<file path="src/rtl/fzc_pkg.sv">
package fzc_pkg;

    localparam int ACC_BITS       = 16;
    localparam int SPAN_BITS      = 16;
    localparam int MIC_BITS_DEF   = 12;
    localparam int FRAC_BITS_DEF  = 15;
    localparam int CLASS_BITS     = 2;
    localparam int RULE_BITS      = 4;
    localparam int STRENGTH_BITS  = 31;
    localparam int OUT_DATA_BITS  = 40;
    localparam int CFG_DATA_BITS  = 64;
    localparam int CFG_ADDR_BITS  = 6;
    localparam int CFG_IDX_LSB    = 3;

    // Q8.8 breakpoints: 17.79, 27.44, 18.49, 26.94, 31.83, 27.44, 31.33
    localparam logic [ACC_BITS-1:0] ACC_LOW_START_RST  = 16'd4554;
    localparam logic [ACC_BITS-1:0] ACC_LOW_END_RST    = 16'd7025;
    localparam logic [ACC_BITS-1:0] ACC_MID_START_RST  = 16'd4733;
    localparam logic [ACC_BITS-1:0] ACC_MID_PEAK_RST   = 16'd6897;
    localparam logic [ACC_BITS-1:0] ACC_MID_END_RST    = 16'd8148;
    localparam logic [ACC_BITS-1:0] ACC_HIGH_START_RST = 16'd7025;
    localparam logic [ACC_BITS-1:0] ACC_HIGH_END_RST   = 16'd8020;

    localparam int MIC_START_RST = 473;
    localparam int MIC_PEAK_RST  = 542;
    localparam int MIC_END_RST   = 591;

    typedef enum logic [1:0] {
        DM_ZERO = 2'd0,
        DM_ONE  = 2'd1,
        DM_DIV  = 2'd2
    } deg_mode_t;

    typedef enum logic [CLASS_BITS-1:0] {
        CLASS_NORMAL = 2'd0,
        CLASS_ALERT  = 2'd1,
        CLASS_FALL   = 2'd2
    } class_t;

    typedef enum logic [2:0] {
        REG_ACC_LOW_START  = 3'd0,
        REG_ACC_LOW_END    = 3'd1,
        REG_ACC_MID_START  = 3'd2,
        REG_ACC_MID_PEAK   = 3'd3,
        REG_ACC_MID_END    = 3'd4,
        REG_ACC_HIGH_START = 3'd5,
        REG_ACC_HIGH_END   = 3'd6,
        REG_MIC_BPS        = 3'd7
    } cfg_reg_t;

    typedef logic signed [ACC_BITS:0] pt_t;

    typedef struct packed {
        logic [ACC_BITS-1:0] low_start;
        logic [ACC_BITS-1:0] low_end;
        logic [ACC_BITS-1:0] mid_start;
        logic [ACC_BITS-1:0] mid_peak;
        logic [ACC_BITS-1:0] mid_end;
        logic [ACC_BITS-1:0] high_start;
        logic [ACC_BITS-1:0] high_end;
    } acc_cfg_t;

    typedef struct packed {
        deg_mode_t            mode;
        logic [SPAN_BITS-1:0] num;
        logic [SPAN_BITS-1:0] den;
    } deg_sel_t;

    typedef struct packed {
        class_t                   cls;
        logic [RULE_BITS-1:0]     idx;
        logic [STRENGTH_BITS-1:0] strength;
    } rule_out_t;

    function automatic deg_sel_t sel_fall(input pt_t x, input pt_t a, input pt_t b);
        deg_sel_t s;
        pt_t      num_w;
        pt_t      den_w;
        num_w  = b - x;
        den_w  = b - a;
        s.num  = num_w[SPAN_BITS-1:0];
        s.den  = den_w[SPAN_BITS-1:0];
        if (x <= a)
        begin
            s.mode = DM_ONE;
        end
        else if (x <= b)
        begin
            s.mode = DM_DIV;
        end
        else
        begin
            s.mode = DM_ZERO;
        end
        return s;
    endfunction

    function automatic deg_sel_t sel_rise(input pt_t x, input pt_t a, input pt_t b);
        deg_sel_t s;
        pt_t      num_w;
        pt_t      den_w;
        num_w  = x - a;
        den_w  = b - a;
        s.num  = num_w[SPAN_BITS-1:0];
        s.den  = den_w[SPAN_BITS-1:0];
        if (x <= a)
        begin
            s.mode = DM_ZERO;
        end
        else if (x <= b)
        begin
            s.mode = DM_DIV;
        end
        else
        begin
            s.mode = DM_ONE;
        end
        return s;
    endfunction

    function automatic deg_sel_t sel_tri(input pt_t x, input pt_t s0, input pt_t p,
                                         input pt_t e);
        deg_sel_t s;
        pt_t      up_num;
        pt_t      up_den;
        pt_t      dn_num;
        pt_t      dn_den;
        up_num = x - s0;
        up_den = p - s0;
        dn_num = e - x;
        dn_den = e - p;
        if (x <= s0)
        begin
            s.mode = DM_ZERO;
            s.num  = up_num[SPAN_BITS-1:0];
            s.den  = up_den[SPAN_BITS-1:0];
        end
        else if (x <= p)
        begin
            s.mode = DM_DIV;
            s.num  = up_num[SPAN_BITS-1:0];
            s.den  = up_den[SPAN_BITS-1:0];
        end
        else if (x <= e)
        begin
            s.mode = DM_DIV;
            s.num  = dn_num[SPAN_BITS-1:0];
            s.den  = dn_den[SPAN_BITS-1:0];
        end
        else
        begin
            s.mode = DM_ZERO;
            s.num  = dn_num[SPAN_BITS-1:0];
            s.den  = dn_den[SPAN_BITS-1:0];
        end
        return s;
    endfunction

    function automatic class_t class_of_rule(input logic [RULE_BITS-1:0] idx);
        class_t c;
        case (idx) inside
            [4'd0:4'd3]: c = CLASS_NORMAL;
            [4'd4:4'd7]: c = CLASS_ALERT;
            4'd8:        c = CLASS_FALL;
            default:     c = CLASS_NORMAL;
        endcase
        return c;
    endfunction

endpackage

</file>
<file path="src/rtl/fzc_fuzz.sv">
module fzc_fuzz
    import fzc_pkg::*;
#(
    parameter int MIC_BITS = MIC_BITS_DEF
)
(
    input  logic                  clk,
    input  logic [1:0]            en,
    input  logic [ACC_BITS-1:0]   acc_in,
    input  logic [MIC_BITS-1:0]   mic_in,
    input  acc_cfg_t              acc_cfg,
    input  logic [3*MIC_BITS-1:0] mic_bps,
    output deg_sel_t [2:0]        acc_sel,
    output deg_sel_t [2:0]        mic_sel
);

    logic [ACC_BITS-1:0] acc_reg;
    logic [MIC_BITS-1:0] mic_reg;
    deg_sel_t [2:0]      acc_sel_reg;
    deg_sel_t [2:0]      mic_sel_reg;
    deg_sel_t [2:0]      acc_sel_next;
    deg_sel_t [2:0]      mic_sel_next;
    pt_t                 ax;
    pt_t                 mx;
    pt_t                 ms;
    pt_t                 mp;
    pt_t                 me;

    function automatic pt_t acc_pt(input logic [ACC_BITS-1:0] v);
        return $signed({v[ACC_BITS-1], v});
    endfunction

    function automatic pt_t mic_pt(input logic [MIC_BITS-1:0] v);
        return $signed({{(ACC_BITS+1-MIC_BITS){1'b0}}, v});
    endfunction

    always_ff @(posedge clk)
    begin
        if (en[0])
        begin
            acc_reg <= acc_in;
            mic_reg <= mic_in;
        end
    end

    assign ax = acc_pt(acc_reg);
    assign mx = mic_pt(mic_reg);
    assign ms = mic_pt(mic_bps[0 +: MIC_BITS]);
    assign mp = mic_pt(mic_bps[MIC_BITS +: MIC_BITS]);
    assign me = mic_pt(mic_bps[2*MIC_BITS +: MIC_BITS]);

    always_comb
    begin
        acc_sel_next[0] = sel_fall(ax, acc_pt(acc_cfg.low_start), acc_pt(acc_cfg.low_end));
        acc_sel_next[1] = sel_tri(ax, acc_pt(acc_cfg.mid_start), acc_pt(acc_cfg.mid_peak),
                                  acc_pt(acc_cfg.mid_end));
        acc_sel_next[2] = sel_rise(ax, acc_pt(acc_cfg.high_start), acc_pt(acc_cfg.high_end));
        mic_sel_next[0] = sel_fall(mx, ms, mp);
        mic_sel_next[1] = sel_tri(mx, ms, mp, me);
        mic_sel_next[2] = sel_rise(mx, mp, me);
    end

    always_ff @(posedge clk)
    begin
        if (en[1])
        begin
            acc_sel_reg <= acc_sel_next;
            mic_sel_reg <= mic_sel_next;
        end
    end

    assign acc_sel = acc_sel_reg;
    assign mic_sel = mic_sel_reg;

endmodule

</file>
<file path="config.mk">
export PLATFORM = sky130hd
export DESIGN_NAME = fzc_fuzz
export DESIGN_NICKNAME = d
export VERILOG_FILES = /design/src/rtl/fzc_pkg.sv /design/src/rtl/fzc_fuzz.sv
export SDC_FILE = /design/constraint.sdc
export NUM_CORES = 1
export LEC_CHECK = 0
export BUFFER_PORTS_ARGS = -buffer_cell sky130_fd_sc_hd__buf_2
export CORE_UTILIZATION = 45
export CTS_CLUSTER_SIZE = 10
export DETAILED_ROUTE_END_ITERATION = 12
export GPL_TIMING_DRIVEN = 0
export PLACE_DENSITY = 0.7
export SLEW_MARGIN = 0
export SYNTH_ARGS = -nofsm -noshare
export SYNTH_HDL_FRONTEND = slang
export SYNTH_SLANG_ARGS = --single-unit
export TNS_END_PERCENT = 5
</file>
<file path="constraint.sdc">
create_clock -name clk -period 3.6 [get_ports clk]
set_input_delay 0 -clock clk [delete_from_list [all_inputs] [get_ports clk]]
set_output_delay 0 -clock clk [all_outputs]
set_load 0.01 [all_outputs]
</file>
==> metrics.txt <==
post-route ant nets=0; Worst EP required=around 4000 ps; Port Buffers=380; Worst R2R End=acc_sel[64]; total clock buffers created by CTS=27; Synthesis Warnings=0; HPWL after detailed placement=41300 um; grt total ovfl=0; CP bufs+invs=1; syn_area_per_cell=9.90 sq um; Inst Count DP=approximately 2600; CP Class=flip-flop to flip-flop; Die X=198 um; worst r2r path cells=10; largest net degree at the start of global routing=94; maximum VDD drop=0.355 mV; dpl ws=-21.9 ps; I/O Pins=around 380; initial drt markers=a little under 900; Pleak=~10 nW; initial antenna violation count=4; Final Routed Wirelength=roughly 52000 um; Post-Syn Instances=1742; Crit path top cell by count=a21o_1; GRT Util Overall=25.9%; starting density of the core=45.8%; origin of the critical flop-to-flop path=acc_reg[1]; CP Cell Sequence=inv_1, fa_1, a21o_1, a21o_1, a211o_1, a21oi_1, o21ai_0, a31oi_1, xor2_1, mux2i_1; Synth Flop Type=edfxtp_1; Vias/cell=5.40; fin crit period=3630 ps; most common cell after layout, fill and taps aside=buf_2; max frequency=0.276 GHz; final worst slack=-26.7 ps; min-delay worst type=input port to flip-flop; setup TNS=-26.7 ps; final setup fails=1; DRC viols=0; non-filler cells, final=2765; P&R area growth vs syn=24.5%; sequential-to-total area share from yosys stat=36.8%; CP Max Fanout=8; Core ar.=37700 sq um; vias in the first global route=14700; Post-synth EDFFs=211; pins over their slew limit=0; Post-Syn Area=between 15000 and 20000 sq um; startpoint types=flip-flop; maxcap violations=0; hold endpoint=acc_sel[22]; worst-case clock buffer depth=3; Clock Latency Late Sink=approximately 570 ps; clock root buffer=clkbuf_16; Critical Path Sink Type=flip-flop; failing checks=negative setup slack; Slew headroom=43.7%; Rows=just over 70; Met1 Wirelength=around 22000 um; outcome=finished, violations left; Final Hold Viols=0; Vias=roughly 15000; H-tree levels=1; wire per inst=18.7 um; met3 wire length=3730 um; final-stage net count=~2700; ys async rst share=0%; detailed route wirelength on metal2=24500 um; Die Span Y=198 um; Final Cycle Share=101%; count of cell types in the netlist=68; clk sinks=211; RSZ-0062 raised after global routing=yes; register bit total from synthesis=211; first-pass GRT wire length=77800 um; die area=39100 sq um; Pwr Density=approximately 430 nW/um^2; CP delay by family, top=compound AO/OA/AOI/OAI gates; Worst Path Arrival=3940 ps; Critical Path Slowest Stage Cell=edfxtp_1; R2R Setup Slk=-30 ps; min-delay src=acc_cfg[86]; commonest non-fill, non-tap cells in the layout=buf_2, ha_1, edfxtp_1; gpl congestion=0.937; max reg flops=101; highest routed layer=met5; DRT Pass-1 Iters=5; Worst path max stage delay=about 780 ps; TritonCTS clock tree=built; CTS clock-pin slew for the worst setup and hold paths=60 ps; Hold Path Stages=3; Worst Skew=about 10 ps; setup bufs post-CTS=0; worst-margin pin slew=845 ps; share of post-route cells with drive strength above 1=21.5%
worst max-delay path by stage:
stage	endpoint	start	slack (ps)	cells after the start
detailed placement	acc_sel[58]	acc_reg[0]	-20	13
finish	acc_sel[64]	acc_reg[1]	-30	10
global placement	acc_sel[64]	acc_reg[0]	-30	12
floorplan	acc_sel[51]	acc_reg[0]	610	12
global route	acc_sel[64]	acc_reg[1]	-120	10
CTS	acc_sel[64]	acc_reg[1]	-20	10
cell usage after synthesis, types with 8 or more instances:
cell type	number	area share, %
o21bai_1	14	0.61
nor2b_1	44	1.6
nand2_1	87	1.9
fa_1	14	1.6
clkbuf_1	14	0.30
xor2_1	50	2.5
nand2b_1	23	0.83
buf_4	21	0.91
nand4_1	24	0.87
xnor2_1	101	5.1
edfxtp_1	211	37
nand3_1	37	1.1
mux2i_1	16	0.93
a21oi_1	128	3.7
ha_1	244	18
inv_1	189	4.1
nor2_1	96	2.1
a21boi_0	10	0.44
and2_1	9	0.33
o21a_1	28	1.2
a31oi_1	11	0.40
or2_2	11	0.40
nand3b_1	8	0.35
and3_1	14	0.51
o21ai_0	79	2.3
a21o_1	62	2.7
or3_1	16	0.58
nor3_1	46	1.3
a311oi_1	8	0.41
mux2_2	14	0.91
buf_2	8	0.23
o211ai_1	14	0.61
report_power, final:
part | internal, W | switching (W) | total (W)
Sequential | 0.00325 | 0.000176 | 0.00342
Clock | 0.00142 | 0.00106 | 0.00248
Combinational | 0.00145 | 0.00188 | 0.00333
stage by stage:
step / utilization (%) / cell area [sq um] / power [W] / hold slack (ps)
6_report: 57.0 / 21500 / 0.00923 / 17.1
3_5_place_dp: 52.6 / 19800 / 0.00666 / 178
3_3_place_gp: 52.5 / 19800 / 0.00661 / 178
5_1_grt: 57.0 / 21500 / 0.00974 / 15.2
4_1_cts: 56.9 / 21400 / 0.00927 / 0.103
2_1_floorplan: - / 17200 / 0.00551 / 98.9
area by class of cell:
class                   instances  area (sq um)
inverters                     189           713
fillers                      3286         16200
diodes                          6          15.0
clock inverters                11          90.1
clock buffers                  29           683
well taps                     511           639
multi-input cells            1299          9940
flip-flops and latches        211          6340
repair buffers                465          2780
plain buffers                  44           270
worst register-to-register path, delay by kind of cell, from the launching register on:
kind | cells | cell delay [ps]
AO/OA/AOI/OAI | 6 | 1380
XOR/XNOR | 1 | 180
adder cells (fa/ha/maj) | 1 | 530
buffers and inverters | 1 | 390
flip-flops | 1 | 780
multiplexers | 1 | 110
metal layers:
layer	GRT usage, %	up-vias
li1	-	7303
met1	31.9	6990
met2	45.1	545
met3	4.33	98
met4	10.4	2
met5	0	-
repair_timing:
| action | 4_1_cts | 5_1_grt |
|---|---|---|
| hold buffers | 84 | 0 |
| gates resized for setup | 1 | 6 |
| hold endpoints to repair | 154 | 0 |
| endpoints found under the setup margin | 4 | 33 |
cell families after synthesis:
logic type / count (synthesis) / share of synthesized area [%]
AND/OR/NAND/NOR: 432 / 12.6
AO/OA/AOI/OAI: 424 / 15.9
other: 1 / 0.0218
XOR/XNOR: 151 / 7.67
flip-flops: 211 / 36.8
buffers and inverters: 233 / 5.63
multiplexers: 32 / 2.02
adder cells (fa/ha/maj): 258 / 19.3
(Power assumes the default switching activity.)
