$ cat src/rtl/fzc_pkg.sv
package fzc_pkg;

    localparam int ACC_BITS       = 16;
    localparam int SPAN_BITS      = 16;
    localparam int MIC_BITS_DEF   = 12;
    localparam int FRAC_BITS_DEF  = 15;
    localparam int CLASS_BITS     = 2;
    localparam int RULE_BITS      = 4;
    localparam int STRENGTH_BITS  = 31;
    localparam int OUT_DATA_BITS  = 40;
    localparam int CFG_DATA_BITS  = 64;
    localparam int CFG_ADDR_BITS  = 6;
    localparam int CFG_IDX_LSB    = 3;

    // Q8.8 breakpoints: 17.79, 27.44, 18.49, 26.94, 31.83, 27.44, 31.33
    localparam logic [ACC_BITS-1:0] ACC_LOW_START_RST  = 16'd4554;
    localparam logic [ACC_BITS-1:0] ACC_LOW_END_RST    = 16'd7025;
    localparam logic [ACC_BITS-1:0] ACC_MID_START_RST  = 16'd4733;
    localparam logic [ACC_BITS-1:0] ACC_MID_PEAK_RST   = 16'd6897;
    localparam logic [ACC_BITS-1:0] ACC_MID_END_RST    = 16'd8148;
    localparam logic [ACC_BITS-1:0] ACC_HIGH_START_RST = 16'd7025;
    localparam logic [ACC_BITS-1:0] ACC_HIGH_END_RST   = 16'd8020;

    localparam int MIC_START_RST = 473;
    localparam int MIC_PEAK_RST  = 542;
    localparam int MIC_END_RST   = 591;

    typedef enum logic [1:0] {
        DM_ZERO = 2'd0,
        DM_ONE  = 2'd1,
        DM_DIV  = 2'd2
    } deg_mode_t;

    typedef enum logic [CLASS_BITS-1:0] {
        CLASS_NORMAL = 2'd0,
        CLASS_ALERT  = 2'd1,
        CLASS_FALL   = 2'd2
    } class_t;

    typedef enum logic [2:0] {
        REG_ACC_LOW_START  = 3'd0,
        REG_ACC_LOW_END    = 3'd1,
        REG_ACC_MID_START  = 3'd2,
        REG_ACC_MID_PEAK   = 3'd3,
        REG_ACC_MID_END    = 3'd4,
        REG_ACC_HIGH_START = 3'd5,
        REG_ACC_HIGH_END   = 3'd6,
        REG_MIC_BPS        = 3'd7
    } cfg_reg_t;

    typedef logic signed [ACC_BITS:0] pt_t;

    typedef struct packed {
        logic [ACC_BITS-1:0] low_start;
        logic [ACC_BITS-1:0] low_end;
        logic [ACC_BITS-1:0] mid_start;
        logic [ACC_BITS-1:0] mid_peak;
        logic [ACC_BITS-1:0] mid_end;
        logic [ACC_BITS-1:0] high_start;
        logic [ACC_BITS-1:0] high_end;
    } acc_cfg_t;

    typedef struct packed {
        deg_mode_t            mode;
        logic [SPAN_BITS-1:0] num;
        logic [SPAN_BITS-1:0] den;
    } deg_sel_t;

    typedef struct packed {
        class_t                   cls;
        logic [RULE_BITS-1:0]     idx;
        logic [STRENGTH_BITS-1:0] strength;
    } rule_out_t;

    function automatic deg_sel_t sel_fall(input pt_t x, input pt_t a, input pt_t b);
        deg_sel_t s;
        pt_t      num_w;
        pt_t      den_w;
        num_w  = b - x;
        den_w  = b - a;
        s.num  = num_w[SPAN_BITS-1:0];
        s.den  = den_w[SPAN_BITS-1:0];
        if (x <= a)
        begin
            s.mode = DM_ONE;
        end
        else if (x <= b)
        begin
            s.mode = DM_DIV;
        end
        else
        begin
            s.mode = DM_ZERO;
        end
        return s;
    endfunction

    function automatic deg_sel_t sel_rise(input pt_t x, input pt_t a, input pt_t b);
        deg_sel_t s;
        pt_t      num_w;
        pt_t      den_w;
        num_w  = x - a;
        den_w  = b - a;
        s.num  = num_w[SPAN_BITS-1:0];
        s.den  = den_w[SPAN_BITS-1:0];
        if (x <= a)
        begin
            s.mode = DM_ZERO;
        end
        else if (x <= b)
        begin
            s.mode = DM_DIV;
        end
        else
        begin
            s.mode = DM_ONE;
        end
        return s;
    endfunction

    function automatic deg_sel_t sel_tri(input pt_t x, input pt_t s0, input pt_t p,
                                         input pt_t e);
        deg_sel_t s;
        pt_t      up_num;
        pt_t      up_den;
        pt_t      dn_num;
        pt_t      dn_den;
        up_num = x - s0;
        up_den = p - s0;
        dn_num = e - x;
        dn_den = e - p;
        if (x <= s0)
        begin
            s.mode = DM_ZERO;
            s.num  = up_num[SPAN_BITS-1:0];
            s.den  = up_den[SPAN_BITS-1:0];
        end
        else if (x <= p)
        begin
            s.mode = DM_DIV;
            s.num  = up_num[SPAN_BITS-1:0];
            s.den  = up_den[SPAN_BITS-1:0];
        end
        else if (x <= e)
        begin
            s.mode = DM_DIV;
            s.num  = dn_num[SPAN_BITS-1:0];
            s.den  = dn_den[SPAN_BITS-1:0];
        end
        else
        begin
            s.mode = DM_ZERO;
            s.num  = dn_num[SPAN_BITS-1:0];
            s.den  = dn_den[SPAN_BITS-1:0];
        end
        return s;
    endfunction

    function automatic class_t class_of_rule(input logic [RULE_BITS-1:0] idx);
        class_t c;
        case (idx) inside
            [4'd0:4'd3]: c = CLASS_NORMAL;
            [4'd4:4'd7]: c = CLASS_ALERT;
            4'd8:        c = CLASS_FALL;
            default:     c = CLASS_NORMAL;
        endcase
        return c;
    endfunction

endpackage

$ cat src/rtl/fzc_div.sv
module fzc_div
    import fzc_pkg::*;
#(
    parameter int W = SPAN_BITS,
    parameter int F = FRAC_BITS_DEF
)
(
    input  logic     clk,
    input  logic [F:0] en,
    input  deg_sel_t sel,
    output logic [F:0] deg
);

    localparam logic [F:0] DEG_ONE = {1'b1, {F{1'b0}}};

    logic [W-1:0] rem_reg  [F];
    logic [W-1:0] den_reg  [F];
    deg_mode_t    mode_reg [F];
    logic [F:0]   q_reg    [F+1];

    genvar j;
    for (j = 0; j <= F; j++)
    begin : g_stage
        logic [W:0]   part;
        logic [W-1:0] den_in;
        logic [F:0]   q_in;
        deg_mode_t    mode_in;
        logic [W:0]   diff;
        logic         ge;
        logic [F:0]   q_shift;
        logic [F:0]   q_next;

        if (j == 0)
        begin : g_first
            assign part    = {1'b0, sel.num[W-1:0]};
            assign den_in  = sel.den[W-1:0];
            assign q_in    = '0;
            assign mode_in = sel.mode;
        end
        else
        begin : g_rest
            assign part    = {rem_reg[j-1], 1'b0};
            assign den_in  = den_reg[j-1];
            assign q_in    = q_reg[j-1];
            assign mode_in = mode_reg[j-1];
        end

        assign diff    = part - {1'b0, den_in};
        assign ge      = !diff[W];
        assign q_shift = {q_in[F-1:0], ge};

        if (j == F)
        begin : g_last
            always_comb
            begin
                case (mode_in)
                    DM_ONE:  q_next = DEG_ONE;
                    DM_DIV:  q_next = q_shift;
                    default: q_next = '0;
                endcase
            end
        end
        else
        begin : g_mid
            logic [W-1:0] rem_next;

            assign q_next   = q_shift;
            assign rem_next = ge ? diff[W-1:0] : part[W-1:0];

            always_ff @(posedge clk)
            begin
                if (en[j])
                begin
                    rem_reg[j]  <= rem_next;
                    den_reg[j]  <= den_in;
                    mode_reg[j] <= mode_in;
                end
            end
        end

        always_ff @(posedge clk)
        begin
            if (en[j])
            begin
                q_reg[j] <= q_next;
            end
        end
    end

    assign deg = q_reg[F];

endmodule

$ cat config.mk
export PLATFORM = sky130hd
export DESIGN_NAME = fzc_div
export DESIGN_NICKNAME = d
export VERILOG_FILES = /design/src/rtl/fzc_pkg.sv /design/src/rtl/fzc_div.sv
export SDC_FILE = /design/constraint.sdc
export NUM_CORES = 1
export LEC_CHECK = 0
export BUFFER_PORTS_ARGS = -buffer_cell sky130_fd_sc_hd__buf_2
export CORE_MARGIN = 1
export CORE_UTILIZATION = 40
export CTS_BUF_LIST = sky130_fd_sc_hd__clkbuf_2 sky130_fd_sc_hd__clkbuf_4 sky130_fd_sc_hd__clkbuf_8
export DETAILED_ROUTE_END_ITERATION = 10
export HOLD_SLACK_MARGIN = 0.12
export PLACE_DENSITY = 0.55
export SLEW_MARGIN = 15
export SYNTH_ARGS = -nofsm -noshare
export SYNTH_HDL_FRONTEND = slang
export SYNTH_SLANG_ARGS = --single-unit
$ cat constraint.sdc
create_clock -name clk -period 3.3 [get_ports clk]
set_input_delay 0.33 -clock clk [delete_from_list [all_inputs] [get_ports clk]]
set_output_delay 0.33 -clock clk [all_outputs]
set_load 0.1 [all_outputs]
==> flow_metrics.py <==
metrics = {
    "finish": {
        "drive_gt1_share_pct": 19.1,
        "final_nets": 3185,
        "final_cell_mix": "edfxtp_1 (646), inv_1 (304), ha_1 (242)",
        "final-instance-count-excl-fill": 4098,
        "stdcell_area_sq_um": 39000,
        "mostFrequentLayoutCell": "edfxtp_1",
        "areaGrowthSynthToFinish_pct": 14.5,
    },
    "cts": {
        "cts_tree": "done",
        "cts_buffers": 111,
        "clockBufferDepth": 3,
        "clk_latency_ns": 0.74,
        "clk_pin_slew_worst_paths_ns": 0.06,
        "clock-sinks": 646,
        "cts_root_buf": "clkbuf_8",
        "htreeDepth": 3,
    },
    "timing": {
        "report.final.slew_viol_count": 0,
        "timing.fmax_mhz": 309,
        "timing.hold.ws_ns": 0.273,
        "hold_viol_final": 0,
        "worst_pin_slew_ns": 1.15,
        "layout_min_cycle_time_ns": 3.23,
        "max_slew_margin_pct": 23.5,
        "setup_ws_ns": 0.0669,
        "finalCritPeriodShare_pct": 98.0,
        "setup_viol": 0,
        "clock-skew-final_ns": 0.0635,
    },
    "setup_path": {
        "worstPathArrival_ns": 3.69,
        "crit_slowest_cell": "a2111o_1",
        "max_stage_delay_ns": 0.44,
        "startpoint": "den_reg[1][81]$_DFFE_PP_",
        "r2r_start": "den_reg[1][81]$_DFFE_PP_",
        "crit_chain": "inv_2 > fa_2 > a211oi_4 > o21ai_2 > a2111o_1 > a31oi_4 > o221ai_2 > a21oi_2 > xnor2_4 > clkbuf_16 > mux2_4",
        "path_class": "flop to flop",
        "critPathBufInv": 2,
        "worstPathRequired_ns": 3.76,
        "critical_path.top_delay_family": "compound AO/OA/AOI/OAI gates",
        "crit_path_max_fanout": 8,
        "end_kind": "flop",
        "critPathLaunchType": "flop",
    },
    "synthesis": {
        "synth_edf_count": 646,
        "synth-seq-area-share_pct": 56.9,
        "syn_area_sq_um": 34100,
        "synthArstFlopShare_pct": 0,
        "ys_ff_latch": 646,
        "ys_types": 79,
        "netlist_instances": 2618,
        "yosysWarningCount": 0,
        "synth_fp_nets": 2927,
        "ys.flop_type": "edfxtp_1",
        "syn_area_per_cell_sq_um": 13.0,
    },
    "min_path": {
        "worstHoldStart": "en[5]",
        "hold_class": "input port to flop",
    },
    "route": {
        "wire_per_inst_microns": 16.6,
        "drt_iter0_markers": 1048,
        "viasPerCell": 5.06,
        "wirelength_mm": 67.9,
        "vias": 20700,
        "ant_nets": 0,
        "post-route-drc-count": 0,
        "firstDrtPassIters": 6,
    },
    "pwr": {
        "power.total_mw": 38.4,
        "clock_power_share_pct": 18.5,
        "combPwrFrac_pct": 46.5,
        "p_leak_nw": 15.8,
        "p_sw_mw": 13.0,
        "peakVddDrop_mv": 0.374,
        "power_switching_share_pct": 33.9,
        "intPower_mw": 25.4,
        "power_density_nw_per_um2": 983,
        "power_frac_seq_pct": 35.0,
    },
    "die": {
        "io_pins": 67,
        "die_area_sq_um": 86400,
        "core_sq_um": 84000,
        "die_width_microns": 294,
        "die_h_microns": 294,
        "fp-row-count": 106,
        "start_util_pct": 40.6,
    },
    "global_routing": {
        "gr-total-overflow": 0,
        "grt_pass1_wl_mm": 110,
        "grt_pass1_vias": 21200,
        "grt_max_degree": 48,
        "grt_use_total_pct": 15.9,
        "antenna_found_initial": 1,
    },
    "placement": {
        "placed_area_sq_um": 36300,
        "io_buffers": 66,
        "place_inst": 3853,
        "place_ws_ns": -0.00388,
        "place.gp.congestion": 0.823,
        "dp_hpwl_mm": 49.7,
    },
    "run": {
        "cap_violations": 0,
    },
    "run_status": {
        "status": "complete, no violations",
    },
}
cells in the mapped netlist, types with 6 or more instances:
master	n	share of area, %
o21bai_1	15	0.33
o21a_1	61	1.3
a21o_1	70	1.5
and2_1	30	0.55
o211ai_1	10	0.22
nand2b_1	20	0.37
o31a_1	12	0.31
o21ai_0	82	1.2
a211o_1	6	0.15
a21oi_1	153	2.2
or2_2	7	0.13
mux2_1	10	0.33
xnor2_1	120	3.1
o21ai_1	12	0.18
o31ai_1	9	0.20
a211oi_1	26	0.57
edfxtp_1	646	57
ha_1	243	8.9
xnor2_2	6	0.29
o2111ai_1	10	0.26
mux2_4	8	0.35
nor3_1	22	0.32
xor2_2	6	0.29
xor2_1	62	1.6
or3_1	13	0.24
buf_2	9	0.13
mux2_2	200	6.6
nor2_1	135	1.5
inv_1	305	3.4
mux2i_1	9	0.26
nor2b_1	37	0.68
nand2_1	72	0.79
a31oi_1	16	0.29
a41oi_1	6	0.15
nand3_1	34	0.50
nor3b_1	10	0.22
fa_1	15	0.88
and3_1	12	0.22
a21oi_2	6	0.15
clkbuf_1	6	0.066
nand4_1	11	0.20
worst register-to-register path, delay by kind of cell (launching register included):
family	cells	cell delay, ns
AO/OA/AOI/OAI	6	1.41
adder cells (fa/ha/maj)	1	0.43
flip-flops	1	0.36
multiplexers	1	0.30
buffers and inverters	2	0.29
XOR/XNOR	1	0.21
metrics by stage:
stage                     utilization [%]  TNS [ns]
after detailed placement             43.3  -0.00989
after global placement               43.3  -0.00830
after CTS                            46.3         0
after floorplan                         -         0
final                                46.5         0
after global routing                 46.5    -0.391
path summary, 6_finish.rpt:
path	slack, ns	endpoint	cells after the start
setup / recovery	0.07	rem_reg[1][108]$_DFFE_PP_	11
hold / removal	0.27	q_reg[0][82]$_DFFE_PP_	1
setup reg to reg	0.07	rem_reg[1][108]$_DFFE_PP_	11
hold reg to reg	0.41	den_reg[0][89]$_DFFE_PP_	0
layer usage:
layer  part of all wire, %  GRT usage [%]  up-vias
met5                     0              0        -
met4                   2.8           5.53        0
met3                   3.3           3.10      127
met2                    51           28.6      303
met1                    42           18.7    10100
li1                      -              -    10200
logic make-up after synthesis:
kind of cell / count (synthesis) / share of synthesized area, %
AND/OR/NAND/NOR: 421 / 6.15
multiplexers: 227 / 7.55
AO/OA/AOI/OAI: 546 / 10.6
XOR/XNOR: 194 / 5.25
buffers and inverters: 326 / 3.72
flip-flops: 646 / 56.9
adder cells (fa/ha/maj): 258 / 9.80
layout make-up:
class	count	area (sq um)
Tap cell	1134	1420
Multi-Input combinational cell	1646	13500
Clock inverter	59	387
Timing Repair Buffer	166	1390
Inverter	305	1140
Clock buffer	141	1770
Sequential cell	646	19400
Fill cell	7553	44900
Antenna cell	1	2.50
power groups by stage:
stage          logic, mW  clock network (mW)  registers [mW]
2_1_floorplan       13.3                   0            13.1
3_3_place_gp        17.0                   0            13.7
3_5_place_dp        17.4                   0            13.6
4_1_cts             17.6                7.40            13.5
5_1_grt             19.7                7.71            13.7
6_report            17.9                7.10            13.4
repair_timing:
item / in CTS / in global routing
pin swaps: 0 / 11
hold endpoints to repair: 74 / 0
gates resized for setup: 2 / 20
setup endpoints to repair: 11 / 143
gates cloned: 0 / 2
hold buffers: 36 / 0
setup buffers: 0 / 6
No activity file was read; power rests on OpenSTA's default activity.
