## src/rtl/fzc_pkg.sv

```systemverilog
package fzc_pkg;

    localparam int ACC_BITS       = 16;
    localparam int SPAN_BITS      = 16;
    localparam int MIC_BITS_DEF   = 12;
    localparam int FRAC_BITS_DEF  = 15;
    localparam int CLASS_BITS     = 2;
    localparam int RULE_BITS      = 4;
    localparam int STRENGTH_BITS  = 31;
    localparam int OUT_DATA_BITS  = 40;
    localparam int CFG_DATA_BITS  = 64;
    localparam int CFG_ADDR_BITS  = 6;
    localparam int CFG_IDX_LSB    = 3;

    // Q8.8 breakpoints: 17.79, 27.44, 18.49, 26.94, 31.83, 27.44, 31.33
    localparam logic [ACC_BITS-1:0] ACC_LOW_START_RST  = 16'd4554;
    localparam logic [ACC_BITS-1:0] ACC_LOW_END_RST    = 16'd7025;
    localparam logic [ACC_BITS-1:0] ACC_MID_START_RST  = 16'd4733;
    localparam logic [ACC_BITS-1:0] ACC_MID_PEAK_RST   = 16'd6897;
    localparam logic [ACC_BITS-1:0] ACC_MID_END_RST    = 16'd8148;
    localparam logic [ACC_BITS-1:0] ACC_HIGH_START_RST = 16'd7025;
    localparam logic [ACC_BITS-1:0] ACC_HIGH_END_RST   = 16'd8020;

    localparam int MIC_START_RST = 473;
    localparam int MIC_PEAK_RST  = 542;
    localparam int MIC_END_RST   = 591;

    typedef enum logic [1:0] {
        DM_ZERO = 2'd0,
        DM_ONE  = 2'd1,
        DM_DIV  = 2'd2
    } deg_mode_t;

    typedef enum logic [CLASS_BITS-1:0] {
        CLASS_NORMAL = 2'd0,
        CLASS_ALERT  = 2'd1,
        CLASS_FALL   = 2'd2
    } class_t;

    typedef enum logic [2:0] {
        REG_ACC_LOW_START  = 3'd0,
        REG_ACC_LOW_END    = 3'd1,
        REG_ACC_MID_START  = 3'd2,
        REG_ACC_MID_PEAK   = 3'd3,
        REG_ACC_MID_END    = 3'd4,
        REG_ACC_HIGH_START = 3'd5,
        REG_ACC_HIGH_END   = 3'd6,
        REG_MIC_BPS        = 3'd7
    } cfg_reg_t;

    typedef logic signed [ACC_BITS:0] pt_t;

    typedef struct packed {
        logic [ACC_BITS-1:0] low_start;
        logic [ACC_BITS-1:0] low_end;
        logic [ACC_BITS-1:0] mid_start;
        logic [ACC_BITS-1:0] mid_peak;
        logic [ACC_BITS-1:0] mid_end;
        logic [ACC_BITS-1:0] high_start;
        logic [ACC_BITS-1:0] high_end;
    } acc_cfg_t;

    typedef struct packed {
        deg_mode_t            mode;
        logic [SPAN_BITS-1:0] num;
        logic [SPAN_BITS-1:0] den;
    } deg_sel_t;

    typedef struct packed {
        class_t                   cls;
        logic [RULE_BITS-1:0]     idx;
        logic [STRENGTH_BITS-1:0] strength;
    } rule_out_t;

    function automatic deg_sel_t sel_fall(input pt_t x, input pt_t a, input pt_t b);
        deg_sel_t s;
        pt_t      num_w;
        pt_t      den_w;
        num_w  = b - x;
        den_w  = b - a;
        s.num  = num_w[SPAN_BITS-1:0];
        s.den  = den_w[SPAN_BITS-1:0];
        if (x <= a)
        begin
            s.mode = DM_ONE;
        end
        else if (x <= b)
        begin
            s.mode = DM_DIV;
        end
        else
        begin
            s.mode = DM_ZERO;
        end
        return s;
    endfunction

    function automatic deg_sel_t sel_rise(input pt_t x, input pt_t a, input pt_t b);
        deg_sel_t s;
        pt_t      num_w;
        pt_t      den_w;
        num_w  = x - a;
        den_w  = b - a;
        s.num  = num_w[SPAN_BITS-1:0];
        s.den  = den_w[SPAN_BITS-1:0];
        if (x <= a)
        begin
            s.mode = DM_ZERO;
        end
        else if (x <= b)
        begin
            s.mode = DM_DIV;
        end
        else
        begin
            s.mode = DM_ONE;
        end
        return s;
    endfunction

    function automatic deg_sel_t sel_tri(input pt_t x, input pt_t s0, input pt_t p,
                                         input pt_t e);
        deg_sel_t s;
        pt_t      up_num;
        pt_t      up_den;
        pt_t      dn_num;
        pt_t      dn_den;
        up_num = x - s0;
        up_den = p - s0;
        dn_num = e - x;
        dn_den = e - p;
        if (x <= s0)
        begin
            s.mode = DM_ZERO;
            s.num  = up_num[SPAN_BITS-1:0];
            s.den  = up_den[SPAN_BITS-1:0];
        end
        else if (x <= p)
        begin
            s.mode = DM_DIV;
            s.num  = up_num[SPAN_BITS-1:0];
            s.den  = up_den[SPAN_BITS-1:0];
        end
        else if (x <= e)
        begin
            s.mode = DM_DIV;
            s.num  = dn_num[SPAN_BITS-1:0];
            s.den  = dn_den[SPAN_BITS-1:0];
        end
        else
        begin
            s.mode = DM_ZERO;
            s.num  = dn_num[SPAN_BITS-1:0];
            s.den  = dn_den[SPAN_BITS-1:0];
        end
        return s;
    endfunction

    function automatic class_t class_of_rule(input logic [RULE_BITS-1:0] idx);
        class_t c;
        case (idx) inside
            [4'd0:4'd3]: c = CLASS_NORMAL;
            [4'd4:4'd7]: c = CLASS_ALERT;
            4'd8:        c = CLASS_FALL;
            default:     c = CLASS_NORMAL;
        endcase
        return c;
    endfunction

endpackage

```

## src/rtl/fzc_regs.sv

```systemverilog
module fzc_regs
    import fzc_pkg::*;
#(
    parameter int MIC_BITS = MIC_BITS_DEF
)
(
    input  logic                      clk,
    input  logic                      rst_n,
    input  logic                      psel,
    input  logic                      penable,
    input  logic                      pwrite,
    input  logic [CFG_ADDR_BITS-1:0]  paddr,
    input  logic [CFG_DATA_BITS-1:0]  pwdata,
    output logic [CFG_DATA_BITS-1:0]  prdata,
    output acc_cfg_t                  acc_cfg,
    output logic [3*MIC_BITS-1:0]     mic_bps
);

    localparam logic [3*MIC_BITS-1:0] MIC_BPS_RST = {MIC_BITS'(MIC_END_RST),
                                                     MIC_BITS'(MIC_PEAK_RST),
                                                     MIC_BITS'(MIC_START_RST)};

    acc_cfg_t              acc_cfg_reg;
    logic [3*MIC_BITS-1:0] mic_bps_reg;
    cfg_reg_t              reg_sel;
    logic                  wr_en;

    assign reg_sel = cfg_reg_t'(paddr[CFG_ADDR_BITS-1:CFG_IDX_LSB]);
    assign wr_en   = psel && penable && pwrite;

    always_ff @(posedge clk or negedge rst_n)
    begin
        if (!rst_n)
        begin
            acc_cfg_reg.low_start  <= ACC_LOW_START_RST;
            acc_cfg_reg.low_end    <= ACC_LOW_END_RST;
            acc_cfg_reg.mid_start  <= ACC_MID_START_RST;
            acc_cfg_reg.mid_peak   <= ACC_MID_PEAK_RST;
            acc_cfg_reg.mid_end    <= ACC_MID_END_RST;
            acc_cfg_reg.high_start <= ACC_HIGH_START_RST;
            acc_cfg_reg.high_end   <= ACC_HIGH_END_RST;
            mic_bps_reg            <= MIC_BPS_RST;
        end
        else if (wr_en)
        begin
            case (reg_sel)
                REG_ACC_LOW_START:  acc_cfg_reg.low_start  <= pwdata[ACC_BITS-1:0];
                REG_ACC_LOW_END:    acc_cfg_reg.low_end    <= pwdata[ACC_BITS-1:0];
                REG_ACC_MID_START:  acc_cfg_reg.mid_start  <= pwdata[ACC_BITS-1:0];
                REG_ACC_MID_PEAK:   acc_cfg_reg.mid_peak   <= pwdata[ACC_BITS-1:0];
                REG_ACC_MID_END:    acc_cfg_reg.mid_end    <= pwdata[ACC_BITS-1:0];
                REG_ACC_HIGH_START: acc_cfg_reg.high_start <= pwdata[ACC_BITS-1:0];
                REG_ACC_HIGH_END:   acc_cfg_reg.high_end   <= pwdata[ACC_BITS-1:0];
                REG_MIC_BPS:        mic_bps_reg            <= pwdata[3*MIC_BITS-1:0];
                default:            mic_bps_reg            <= mic_bps_reg;
            endcase
        end
    end

    always_comb
    begin
        case (reg_sel)
            REG_ACC_LOW_START:  prdata = CFG_DATA_BITS'(acc_cfg_reg.low_start);
            REG_ACC_LOW_END:    prdata = CFG_DATA_BITS'(acc_cfg_reg.low_end);
            REG_ACC_MID_START:  prdata = CFG_DATA_BITS'(acc_cfg_reg.mid_start);
            REG_ACC_MID_PEAK:   prdata = CFG_DATA_BITS'(acc_cfg_reg.mid_peak);
            REG_ACC_MID_END:    prdata = CFG_DATA_BITS'(acc_cfg_reg.mid_end);
            REG_ACC_HIGH_START: prdata = CFG_DATA_BITS'(acc_cfg_reg.high_start);
            REG_ACC_HIGH_END:   prdata = CFG_DATA_BITS'(acc_cfg_reg.high_end);
            REG_MIC_BPS:        prdata = CFG_DATA_BITS'(mic_bps_reg);
            default:            prdata = '0;
        endcase
    end

    assign acc_cfg = acc_cfg_reg;
    assign mic_bps = mic_bps_reg;

endmodule

```

## config.mk

```make
export PLATFORM = sky130hd
export DESIGN_NAME = fzc_regs
export DESIGN_NICKNAME = d
export VERILOG_FILES = /design/src/rtl/fzc_pkg.sv /design/src/rtl/fzc_regs.sv
export SDC_FILE = /design/constraint.sdc
export NUM_CORES = 1
export LEC_CHECK = 0
export ABC_CLOCK_PERIOD_IN_PS = 1510
export BUFFER_PORTS_ARGS = -buffer_cell sky130_fd_sc_hd__buf_4
export CORE_ASPECT_RATIO = 0.7
export CORE_MARGIN = 2
export CORE_UTILIZATION = 35
export CTS_BUF_LIST = sky130_fd_sc_hd__clkbuf_4 sky130_fd_sc_hd__clkbuf_8
export DETAILED_ROUTE_END_ITERATION = 12
export GPL_TIMING_DRIVEN = 0
export SYNTH_ARGS = -nofsm -noshare
export SYNTH_HDL_FRONTEND = slang
export SYNTH_SLANG_ARGS = --single-unit
```

## constraint.sdc

```tcl
create_clock -name clk -period 1.51 [get_ports clk]
set_input_delay 0 -clock clk [delete_from_list [all_inputs] [get_ports clk]]
set_output_delay 0 -clock clk [all_outputs]
set_load 0.03 [all_outputs]
```

==> results.md <==
- Status: complete, but fails checks
- Failing checks: negative setup slack
- Synth area leader: dfrtp_1
- Area growth syn-to-layout: 48.8%
- RSZ-0062 raised after global routing: yes
- Least-Margin Pin Slew: 790 ps
- Grt ovf: 0
- Tot GR Track Use: 0.223
- Critical path cell sequence: mux2i_1, a221oi_1, o22a_1, buf_6
- Clk_lat worst skew: 450 ps
- Port Buf Inserts: 226
- Library cells used by synthesis: 34
- Reg clk slew, reported paths: 90 ps
- Sequential fraction of the synthesis area: 0.538
- Worst reg-to-reg setup slack: 550 ps
- Max-Cap Viols: 0
- # DRC: 0
- Top delay family on crit path: flip-flops
- Vias in the first global route: 5,558
- Final setup margin: -187 ps
- Drt total wl: 24,200 µm
- LEAKAGE: 5.05 nW
- RR Startpoint: acc_cfg[67]$_DFFE_PN1P_
- CP required: 1510 ps
- CTS buffer count: 17
- Critical path launch point type: flop
- Core Box Area: 19,800 µm²
- Worst slack at placement: -621 ps
- Pre-Repair DR Iteration Count: 4
- Post-route ant nets: 0
- Syn avg cell area: 13.8 µm²
- CTS tree: yes
- Die Footprint: 21,300 µm²
- Largest net degree at the start of global routing: 83
- Die Span Y: 123 µm
- Synth top area share: 0.270
- Critical path's largest stage delay: 550 ps
- Final net count: 932
- N_diodes: 0
- CTS Buffer Depth: 2
- Final GP Congestion: 0.768
- Non-Filler Instances: 1,140
- Share of cells above drive strength 1: 0.677
- Most common cell after layout, fill and taps aside: buf_4
- Max reg flops: 112
- Critical setup path kind: reg -> out
- Final min period: 1700 ps
- Min-delay worst type: in -> async
- Initial antenna violation count: 0
- DRT iter0 DRCs: 260
- Worst Clk Skew: 0 ps
- FP Rows: 43
- Worst slew margin: 0.473
- Synth Register Bits: 148
- Area contributors post-synth: dfrtp_1 27%, dfstp_2 27%, mux2_2 21%
- Starting density of the core: 0.356
- Crit end category: output port
- CTS HTree Levels: 4
- Cell Pwr Density: 1380 nW/µm²
- Vias: 5,589
- DR WL/cell: 21.3 µm
- Mapped Area: 7060 µm²
- Period utilization: 1.12
- Most frequent cells in the layout: 275 x buf_4, 133 x mux2_2, 76 x dfrtp_1
- Ports: 287
- Final Setup Violations: 15
- Worst vdd ir: 0.733 mV
- Die width: 174 µm
- Critical Path Slowest Stage Cell: dfstp_2
- Worst path depth: 4
- Post-Synthesis Cells: 511
- Root buffer cell: clkbuf_8
- HPWL after DPL: 16,700 µm
- Placed Instances: 1,035
- Fin. max-slew vios: 0
- Fmax achieved: 589 MHz
- CP bufs+invs: 1
- Crit. Startpoint: acc_cfg[10]$_DFFE_PN1P_
- Sink Count: 148
- Worst EP arrival: 1700 ps
- Worst reg-to-reg path cell count: 3
- Synth warn: 0
- First-pass GRT wire length: 35,100 µm
- Final hold vios: 0
- Vias/cell: 4.90
- Crit Path Max Fanout: 2
## final timing paths
path / endpoint
setup / recovery: prdata[10]
hold / removal: mic_bps[35]$_DFFE_PN0P_
setup reg to reg: acc_cfg[67]$_DFFE_PN1P_
hold reg to reg: mic_bps[22]$_DFFE_PN0P_
max in group asynchronous: acc_cfg[10]$_DFFE_PN1P_
min in group clk: acc_cfg[19]$_DFFE_PN0P_
## layout make-up
type	instances	area [µm²]
flip-flops and latches	148	3790
repair buffers	300	2420
plain buffers	59	387
multi-input cells	317	3070
clock buffers	19	262
inverters	14	52.6
clock inverters	13	173
fillers	1738	9300
well taps	270	338
## power breakdown
| group | internal [mW] | switching (mW) |
|---|---|---|
| combinational | 2.35 | 3.13 |
| sequential | 5.02 | 0.650 |
| clock | 1.74 | 1.61 |
| total | 9.12 | 5.39 |
## worst register-to-register path, cell delays in order (launching register included)
cell	delay (ps)
dfstp_2	380
buf_4	120
buf_4	130
mux2_2	260
## metal layers
metal,part of all wire,wire length (µm),up-vias,global-route usage
met5,0,0,-,0
met4,0.013,311,0,0.0478
met3,0.061,1480,16,0.0505
met2,0.46,11300,194,0.353
met1,0.46,11200,2891,0.316
li1,-,-,2488,-
## what timing repair did
| action | CTS | global route |
|---|---|---|
| hold buffers | 37 | 0 |
| endpoints found under the setup margin | 51 | 71 |
| hold endpoints to repair | 189 | 0 |
| setup buffers | 18 | 18 |
| gates resized for setup | 35 | 17 |
| pin swaps | 10 | 14 |
## metrics by stage
step	hold WS, ps	instance area [µm²]	setup TNS, ps	power, mW	utilization
finish	154	10500	-1950	14.5	0.530
global route	142	10500	-3400	15.1	0.530
CTS	128	10300	-2990	14.5	0.520
detailed placement	100	9230	-50860	10.8	0.466
global placement	222	9200	-59600	10.7	0.465
floorplan	-296	7160	0	8.73	-
## cells in the mapped netlist
library cell,count
mux2i_1,46
a22oi_1,1
a211oi_1,2
a31oi_1,1
buf_4,29
a221oi_1,13
o22a_1,15
buf_6,1
o22ai_1,15
nor2b_1,1
clkbuf_1,10
and3_1,1
nor3_2,1
dfstp_2,72
mux2_2,133
or3_1,2
nor2_1,4
inv_1,14
nand4b_4,1
nor2_2,6
a32oi_1,1
a21oi_1,1
buf_1,1
nand2b_1,4
mux2_1,5
nor3b_1,2
buf_2,18
nand2_1,2
and2_1,20
dfrtp_1,76
a211o_1,1
mux2_4,10
nand4_1,1
conb_1,1
## cell families (layout without fill, tap and decap cells)
kind of cell / Yosys count / after routing / synth area share
multiplexers: 194 / 194 / 0.307
flip-flops: 148 / 148 / 0.538
buffers and inverters: 73 / 405 / 0.0585
AO/OA/AOI/OAI: 50 / 50 / 0.0553
AND/OR/NAND/NOR: 45 / 45 / 0.0411
other: 1 / 28 / 0.000531
Power figures use the tool's default switching activity.
